File: config.mk
export PLATFORM = sky130hd
export DESIGN_NAME = hpl_decode
export DESIGN_NICKNAME = d
export VERILOG_FILES = /design/src/hdl/hpl_pkg.sv /design/src/hdl/hpl_decode.sv
export SDC_FILE = /design/constraint.sdc
export NUM_CORES = 1
export LEC_CHECK = 0
export BUFFER_PORTS_ARGS = -buffer_cell sky130_fd_sc_hd__clkbuf_2
export CAP_MARGIN = 20
export CORE_MARGIN = 2
export CORE_UTILIZATION = 29
export DETAILED_ROUTE_END_ITERATION = 8
export PLACE_DENSITY_LB_ADDON = 0.08
export RECOVER_POWER = 100
export SYNTH_ARGS = -nofsm -noshare
export SYNTH_HDL_FRONTEND = slang
export SYNTH_SLANG_ARGS = --single-unit
File: constraint.sdc
create_clock -name vclk -period 4.48
set_input_delay 0.896 -clock vclk [all_inputs]
set_output_delay 0.896 -clock vclk [all_outputs]
set_load 0.02 [all_outputs]
File: src/hdl/hpl_pkg.sv
`timescale 1ns / 1ps
// ----------------------------------------------------------------------------
// hpl_pkg
// Shared types, constants and functions for the Hamming pattern link checker:
// Hamming (12,8) check bit equations, the syndrome-to-bit flip table, the
// lane shifts of the expected-pattern table and the register map.
// ----------------------------------------------------------------------------
package hpl_pkg;

    localparam int DATA_W     = 8;
    localparam int CHECK_W    = 4;
    localparam int WORD_W     = 16;
    localparam int OUT_CNT_W  = 24;
    localparam int CFG_DATA_W = 32;
    localparam int CFG_ADDR_W = 4;
    localparam int LANES      = 8;

    // Syndromes above this value cannot come from a single error.
    localparam logic [CHECK_W-1:0] SYN_MAX_SINGLE = 4'd12;

    // Bit positions in the captured link word.
    localparam int LOW_DATA_LSB  = 2;
    localparam int LOW_DATA_W    = 6;
    localparam int HIGH_DATA_LSB = 10;
    localparam int HIGH_DATA_W   = 2;
    localparam int CHECK_LSB     = 12;

    // Register indexes (byte address bits 3..2).
    typedef enum logic [1:0] {
        REG_PATTERN_WORD      = 2'd0,
        REG_WRAP_PHASE        = 2'd1,
        REG_WRAP_CHECK_ENABLE = 2'd2,
        REG_UNUSED            = 2'd3
    } reg_index_t;

    localparam logic [31:0] PATTERN_WORD_RESET      = 32'h135E_26BC;
    localparam logic [3:0]  WRAP_PHASE_RESET        = 4'd1;
    localparam logic        WRAP_CHECK_ENABLE_RESET = 1'b1;

    // Position offset of each output lane into the pattern word.
    localparam logic [4:0] LANE_SHIFT [LANES] = '{
        5'd0, 5'd4, 5'd8, 5'd0, 5'd14, 5'd2, 5'd2, 5'd3
    };

    // Syndrome to (data bit + 1); zero means no data bit to flip.
    localparam logic [3:0] FLIP [16] = '{
        4'd0, 4'd0, 4'd0, 4'd1, 4'd0, 4'd2, 4'd3, 4'd4,
        4'd0, 4'd5, 4'd6, 4'd7, 4'd8, 4'd0, 4'd0, 4'd0
    };

    typedef struct packed {
        logic [DATA_W-1:0]  data;
        logic [CHECK_W-1:0] chk;
        logic [CHECK_W-1:0] comp;
        logic [DATA_W-1:0]  corr;
        logic               perr;
        logic               uncorr;
    } decode_t;

    typedef struct packed {
        logic [DATA_W-1:0]    data_received;
        logic [CHECK_W-1:0]   check_received;
        logic [CHECK_W-1:0]   check_computed;
        logic [DATA_W-1:0]    data_corrected;
        logic                 parity_error;
        logic                 uncorrectable;
        logic                 unexpected;
        logic [DATA_W-1:0]    expected_data;
        logic                 locked;
        logic [OUT_CNT_W-1:0] parity_error_total;
        logic [OUT_CNT_W-1:0] unexpected_total;
        logic [OUT_CNT_W-1:0] wrap_total;
    } result_t;

    function automatic logic [CHECK_W-1:0] hamming_of(input logic [DATA_W-1:0] d);
        logic [CHECK_W-1:0] p;
        p[0] = d[0] ^ d[1] ^ d[3] ^ d[4] ^ d[6];
        p[1] = d[0] ^ d[2] ^ d[3] ^ d[5] ^ d[6];
        p[2] = d[1] ^ d[2] ^ d[3] ^ d[7];
        p[3] = d[4] ^ d[5] ^ d[6] ^ d[7];
        return p;
    endfunction

    // Lane c of pattern idx is pattern word bit 31 - (LANE_SHIFT[c] + idx).
    function automatic logic [DATA_W-1:0] pattern_at(input logic [31:0] word,
                                                     input logic [4:0]  idx);
        logic [DATA_W-1:0] v;
        logic [4:0]        pos;
        v = '0;
        for (int c = 0; c < LANES; c++) begin
            pos  = LANE_SHIFT[c] + idx;
            v[c] = word[5'd31 - pos];
        end
        return v;
    endfunction

endpackage

File: src/hdl/hpl_decode.sv
`timescale 1ns / 1ps
// ----------------------------------------------------------------------------
// hpl_decode
// Unpacks a link word into data and check bits, recomputes the Hamming check
// bits and corrects a single data-bit error from the syndrome.
// ----------------------------------------------------------------------------
module hpl_decode (
    input  logic [hpl_pkg::WORD_W-1:0] link_word,
    output hpl_pkg::decode_t           dec
);

    logic [hpl_pkg::DATA_W-1:0]  data;
    logic [hpl_pkg::CHECK_W-1:0] chk;
    logic [hpl_pkg::CHECK_W-1:0] comp;
    logic [hpl_pkg::CHECK_W-1:0] syn;
    logic [hpl_pkg::CHECK_W-1:0] flip;
    logic                        uncorr;
    logic [hpl_pkg::DATA_W-1:0]  flip_mask;

    assign data = {link_word[hpl_pkg::HIGH_DATA_LSB +: hpl_pkg::HIGH_DATA_W],
                   link_word[hpl_pkg::LOW_DATA_LSB  +: hpl_pkg::LOW_DATA_W]};
    assign chk  = link_word[hpl_pkg::CHECK_LSB +: hpl_pkg::CHECK_W];
    assign comp = hpl_pkg::hamming_of(data);
    assign syn  = chk ^ comp;
    assign flip = hpl_pkg::FLIP[syn];

    assign uncorr    = (syn > hpl_pkg::SYN_MAX_SINGLE);
    // flip holds the data bit plus one; zero leaves the data alone
    assign flip_mask = (uncorr || flip == '0) ? '0
                     : (hpl_pkg::DATA_W'(1) << (flip - 4'd1));

    always_comb
    begin
        dec.data   = data;
        dec.chk    = chk;
        dec.comp   = comp;
        dec.corr   = data ^ flip_mask;
        dec.perr   = (syn != '0);
        dec.uncorr = uncorr;
    end

endmodule

==> flow_summary.ini, run 1 <==
[timing]
slew_violations = 0
final-setup-viol-count = 0
finalSetupTns_ns = 0
max_freq_ghz = 0.2407
max_slew_margin_pct = 75.60
rsz0062_at_grt = no
period_share_pct = 92.75
worst_slew_pin_slew_ns = 0.3642
min_period_ns = 4.155
timing.hold.ws_ns = 2.040
hold_viol_final = 0

[yosys]
synth.cell_area_um2 = 631.9
synth_fa_ha_area_share_pct = 1.980
ys_seq_area_share_pct = 0
syn_avg_cell_area_um2 = 9.721
synth_warnings = 0
synth_top_area_share_pct = 15.45
synth_top_family_by_area = XOR/XNOR gates
synth_compound_area_share_pct = 10.50
yosysUniqueCellTypes = 25
synth_cells = 65
synth_area_leaders = buf_4 15%, xnor2_1 12%, xor3_2 12%
synthMuxAreaShare_pct = 0
synth-simple-area-share_pct = 15.25
syn_nets = 82
synth_xor_area_share_pct = 55.64
yosys.area.top_type = buf_4

[setup_path]
start_kind = input pin
cp.arrival_ns = 3.26
worst_ep_required_time_ns = 3.58
critPathKind = input pin to primary output
critPathCaptureType = primary output
critPathMaxFanout = 8

[die]
start_util_pct = 31.56
num_io_pins = 42
die_width_um = 50.68
core-area_um2 = 2002
chipHeight_um = 50.68
dieArea_um2 = 2568
rows = 16

[flow_run]
drv_cap = 0

[drt]
drt_iter0_drc = 0
wl_per_cell_um = 10.49
via_per_inst = 4.291
first_pass_iters = 1
ant_nets = 0
dr_total_vias = 502
drc = 0
wl_mm = 1.227

[global_routing]
antenna_found_initial = 0
grt_usage_pct = 9.187
grt_pass1_wl_mm = 1.883
grt_max_degree = 9
grt_overflow = 0
first_global_vias = 421

[finish]
fillerInstances = 231
num-clock-buffers = 0
final_nets = 109
finish.utilization_pct = 35.94
seq_cell_count = 0
seq_area_um2 = 0
drive_above_1_share_pct = 28.89
area_growth_pct = 13.86
num_antenna_cells = 0

[placed_design]
gp_congestion = 0.7093
portBuffers = 38
hpwl_mm = 1.082

[clock_tree]
post_cts_resized = 0
hold_buffers = 0
post-cts-setup-buffers = 0

[hold_path]
hp-class = input pin to primary output

[power]
power_density_nw_per_um2 = 364.4
power_leakage_nw = 0.3412
vdd_ir_drop_max_mv = 0.1030

[run_status]
status = finished, final reports clean
power breakdown:
| group | internal, mW | leakage [nW] | total, mW | switching (mW) |
|---|---|---|---|---|
| Clock | 0 | 0 | 0 | 0 |
| Sequential | 0 | 0 | 0 | 0 |
| Combinational | 0.101 | 0.341 | 0.262 | 0.161 |
synth_stat cells:
library cell / count
buf_4: 13
xnor2_1: 9
xor2_1: 7
nand3_1: 6
nor3_2: 3
xor3_2: 3
inv_1: 2
nor2_1: 2
o21ai_1: 2
xnor3_1: 2
xnor3_2: 2
a22o_2: 1
a22oi_1: 1
ha_1: 1
nand2_1: 1
nand2b_1: 1
nand3b_1: 1
nor3_1: 1
o211a_1: 1
o211ai_2: 1
o21a_1: 1
o21ai_2: 1
or2_1: 1
xnor2_2: 1
xnor2_4: 1
critical path, stage by stage:
cell	delay, ns
clkbuf_2	0.13
xor3_1	0.49
xnor3_1	0.50
ha_1	0.36
o21ai_0	0.32
nand3_1	0.16
xnor2_1	0.15
clkbuf_1	0.25
stage by stage:
stage	total power, mW	instances	setup WS, ns	area [µm²]
after floorplan	0.2192	65	0.7077	631.9
after global placement	0.2757	117	0.4536	758.2
after detailed placement	0.2771	117	0.4404	758.2
after CTS	0.2776	117	0.4314	758.2
after global routing	0.2836	117	0.1693	719.4
final	0.2622	117	0.3247	719.4
worst paths after layout:
check           from      end  cells past startpoint
max     link_word[4]   dec[8]                      8
min    link_word[13]  dec[15]                      2
area by class of cell:
cell class / instances / area, µm² / share of cell area (%)
multi-input combinational: 50 / 513.0 / 71.30
timing repair buffer: 38 / 165.2 / 22.96
tap: 27 / 33.78 / 4.696
inverter: 2 / 7.507 / 1.043
per-layer routing:
| metal | vias up | share of wire (%) | track usage [%] |
|---|---|---|---|
| met5 | - | 0 | 0 |
| met4 | 0 | 0 | 0 |
| met3 | 0 | 8.5 | 0.8929 |
| met2 | 19 | 47 | 15.57 |
| met1 | 218 | 44 | 13.33 |
| li1 | 265 | - | - |
cells in the final DEF (no fill, tap or decap), types with 2 or more instances in the layout:
cell type  synthesis  routed
nand3_1            6       6
xnor3_1            2       4
nor2_1             2       2
xor2_1             7       7
xnor2_1            9       9
clkbuf_1           0      20
xor3_2             3       2
nor3_1             1       3
inv_1              2       2
clkbuf_2           0      18
cells by family (layout without fill, tap and decap cells):
kind of cell,Yosys count,in the layout
xor+xnor,25,25
simple gates,16,16
buf+inv,15,40
compound gates,8,8
fa+ha+maj,1,1
(Power assumes the default switching activity.)
==> inputs of run 2 (changes only) <==
--- a/config.mk
+++ b/config.mk
@@ -7,7 +7,6 @@
 export LEC_CHECK = 0
 export BUFFER_PORTS_ARGS = -buffer_cell sky130_fd_sc_hd__clkbuf_2
 export CAP_MARGIN = 20
-export CORE_MARGIN = 2
 export CORE_UTILIZATION = 29
 export DETAILED_ROUTE_END_ITERATION = 8
 export PLACE_DENSITY_LB_ADDON = 0.08
==> run 2 against run 1 <==
Utilization up 0.062 points. Die area fell by 7.7%. First-iteration DRC count is 3 higher. Non-clock buffer count unchanged. Fmax rose by 0.93%. Cell count unchanged. Total power increased by 1.7%. Largest cell class unchanged. Largest power group unchanged.
==> flow_summary.ini, run 2 (synthesis gave the netlist of run 1 again) <==
[clock_tree]
post_cts_resized = 0
hold_buffers = 0
post-cts-setup-buffers = 0

[setup_path]
worst_ep_required_time_ns = 3.58
max_stage_delay_ns = 0.50
cp_top_family = XOR/XNOR gates
critical_path_buf_inv_count = 2
critPathCaptureType = primary output
critPathMaxFanout = 8
worst_path_max_delay_cell = xnor3_1
cp.arrival_ns = 3.22
start_kind = input pin
crit_chain = clkbuf_2 > xor3_1 > xnor3_1 > ha_1 > o21a_1 > nor3_2 > xor2_1 > clkbuf_1
critPathKind = input pin to primary output

[die]
dieArea_um2 = 2369
num_io_pins = 42
core-area_um2 = 2002
die_width_um = 48.68
rows = 16
chipHeight_um = 48.68
start_util_pct = 31.56

[finish]
num_antenna_cells = 0
final_common_cell = clkbuf_1
seq_cell_count = 0
multi_input_area_um2 = 515.5
drive_above_1_share_pct = 28.89
num-clock-buffers = 0
final_cell_mix = 21 x clkbuf_1, 17 x clkbuf_2, 10 x xnor2_1, 7 x xor2_1, 6 x nand3_1
final_nets = 109
seq_area_um2 = 0
fillerInstances = 231
area_growth_pct = 14.06
finish.utilization_pct = 36.00

[drt]
drt_iter0_drc = 3
dr_total_vias = 506
wl_per_cell_um = 10.44
wl_mm = 1.221
via_per_inst = 4.325
drc = 0
first_pass_iters = 2
ant_nets = 0

[placed_design]
post-place-ws_ns = 0.4353
gp_congestion = 0.7263
portBuffers = 38
hpwl_mm = 1.073

[flow_run]
drv_cap = 0

[power]
vdd_ir_drop_max_mv = 0.1045
power_leakage_nw = 0.3349
power_density_nw_per_um2 = 370.0
p_total_mw = 0.2666

[timing]
max_freq_ghz = 0.2429
rsz0062_at_grt = no
slew_violations = 0
max_slew_margin_pct = 59.56
finalSetupTns_ns = 0
worst_slew_pin_slew_ns = 0.6023
hold_viol_final = 0
min_period_ns = 4.117
postLayoutSetupSlackWorst_ns = 0.3630
period_share_pct = 91.90
final-setup-viol-count = 0

[global_routing]
antenna_found_initial = 0
grt_pass1_wl_mm = 1.980
first_global_vias = 441
grt_overflow = 0
grt_max_degree = 9
grt_usage_pct = 10.20

[hold_path]
hp-class = input pin to primary output

[run_status]
status = finished, final reports clean
## run 2: cell counts in the layout (fill, tap and decap cells not counted)
No cell type changed its count.
## run 2: where the power goes
part | total [mW] | leakage, nW | switching [mW] | internal, mW
combinational | 0.267 | 0.335 | 0.164 | 0.102
clock | 0 | 0 | 0 | 0
sequential | 0 | 0 | 0 | 0
total | 0.267 | 0.335 | 0.164 | 0.102
## run 2: final cells by class
| type | instances | share of cell area (%) |
|---|---|---|
| inverter | 2 | 1.042 |
| tap | 27 | 4.688 |
| timing repair buffer | 38 | 22.74 |
| multi-input combinational | 50 | 71.53 |
## run 2: final timing paths
kind | start | endpoint | slack, ns | cells past startpoint
max | link_word[4] | dec[7] | 0.36 | 8
min | link_word[13] | dec[15] | 2.04 | 2
## run 2: layer usage
metal  share of wire (%)  track usage (%)
met1                  49            14.12
met2                  46            18.06
met3                 5.6           0.9434
met4                   0                0
met5                   0                0
## run 2: per-stage QoR
step / hold WS (ns) / cells / area [µm²]
global route: 2.050 / 117 / 720.7
floorplan: 1.905 / 65 / 631.9
finish: 2.039 / 117 / 720.7
CTS: 2.028 / 117 / 758.2
detailed placement: 2.028 / 117 / 758.2
global placement: 2.023 / 117 / 758.2
==> inputs of run 3 (changes only) <==
--- a/config.mk
+++ b/config.mk
@@ -9,7 +9,7 @@
 export CAP_MARGIN = 20
 export CORE_UTILIZATION = 29
 export DETAILED_ROUTE_END_ITERATION = 8
-export PLACE_DENSITY_LB_ADDON = 0.08
+export PLACE_DENSITY = 0.66
 export RECOVER_POWER = 100
 export SYNTH_ARGS = -nofsm -noshare
 export SYNTH_HDL_FRONTEND = slang
==> run 3 against run 2 <==
Non-clock buffer count stayed put. Flip-flop and latch count stayed put. Via count is 0.59% lower. Global-route usage is 0.84 points lower. Largest cell class unchanged. Highest routed layer unchanged.
==> flow_summary.ini, run 3 (synthesis gave the netlist of run 1 again) <==
[die]
dieArea_um2 = 2369
core-area_um2 = 2002
start_util_pct = 31.56
rows = 16
num_io_pins = 42
chipHeight_um = 48.68
die_width_um = 48.68

[setup_path]
start_kind = input pin
critPathMaxFanout = 8
crit_end = dec[4]
worst_ep_required_time_ns = 3.58
critical_path.startpoint = link_word[4]
critPathKind = input pin to primary output
cp.arrival_ns = 3.22
critPathCaptureType = primary output

[timing]
min_period_ns = 4.116
max_slew_margin_pct = 60.22
period_share_pct = 91.88
postLayoutSetupSlackWorst_ns = 0.3636
max_freq_ghz = 0.2429
final-setup-viol-count = 0
finalSetupTns_ns = 0
hold_viol_final = 0
worst_slew_pin_slew_ns = 0.5928
slew_violations = 0
rsz0062_at_grt = no

[finish]
drive_above_1_share_pct = 33.33
seq_cell_count = 0
num_antenna_cells = 0
seq_area_um2 = 0
stdcell_area_um2 = 729.5
final_cell_mix = 20 x clkbuf_2, 18 x clkbuf_1, 9 x xnor2_1, 7 x xor2_1, 6 x nand3_1
final_nets = 109
area_growth_pct = 15.45
final_common_cell = clkbuf_2
num-clock-buffers = 0

[placed_design]
dpl-instance-area_um2 = 758.2
hpwl_mm = 1.015
portBuffers = 38
gp_congestion = 0.7109
post-place-ws_ns = 0.4921

[drt]
wl_mm = 1.141
wl_met2_um = 589
wl_per_cell_um = 9.752
drt_iter0_drc = 7
wl_met3_um = 65
wl_met1_um = 486
dr_total_vias = 503
ant_nets = 0
first_pass_iters = 4
drc = 0
dr.max_layer_used = met3
via_per_inst = 4.299

[clock_tree]
post-cts-setup-buffers = 0
post_cts_resized = 0
hold_buffers = 0

[global_routing]
grt_overflow = 0
antenna_found_initial = 0
first_global_vias = 451
grt_pass1_wl_mm = 1.835
grt_usage_pct = 9.354
grt_max_degree = 9

[run_status]
status = finished, final reports clean

[flow_run]
drv_cap = 0

[power]
vdd_ir_drop_max_mv = 0.1105
power_leakage_nw = 0.3481
power_density_nw_per_um2 = 361.3

[hold_path]
hp-class = input pin to primary output
## run 3: cell counts in the layout (fill, tap and decap cells not counted)
Identical to the previous run, type by type.
## run 3: layout make-up
type                            instances  area [µm²]
Fill cell                             227        1272
Inverter                                2       7.507
Multi-Input combinational cell         50       520.5
Tap cell                               27       33.78
Timing Repair Buffer                   38       167.7
## run 3: stage by stage
stage	util, %	power (mW)	instances	hold WS, ns
floorplan	-	0.2192	65	1.905
global placement	37.88	0.2705	117	2.022
detailed placement	37.88	0.2746	117	2.025
CTS	37.88	0.2749	117	2.025
global route	36.44	0.2857	117	2.047
finish	36.44	0.2635	117	2.037
## run 3: worst min path at each step
stage	start	to	slack, ns	depth (start not counted)
after floorplan	link_word[12]	dec[14]	1.90	1
after global placement	link_word[14]	dec[16]	2.02	2
after detailed placement	link_word[13]	dec[15]	2.02	2
after CTS	link_word[13]	dec[15]	2.02	2
after global routing	link_word[13]	dec[15]	2.05	2
final	link_word[13]	dec[15]	2.04	2
## run 3: metal layers
metal	up-vias	track usage (%)
met5	-	0
met4	0	0
met2	19	19.21
met1	220	11.30
met3	0	0
li1	264	-
## run 3: worst max-delay path, cell delays in order
cell and delay [ns]:
clkbuf_2 0.13, xor3_2 0.47, xnor3_1 0.47, ha_1 0.19, inv_1 0.04, o21ai_1 0.48
nand3_1 0.20, xnor2_1 0.16, clkbuf_2 0.18
## run 3: report_power, final
| part | switching (mW) | internal, mW |
|---|---|---|
| sequential | 0 | 0 |
| combinational | 0.161 | 0.103 |
| clock | 0 | 0 |
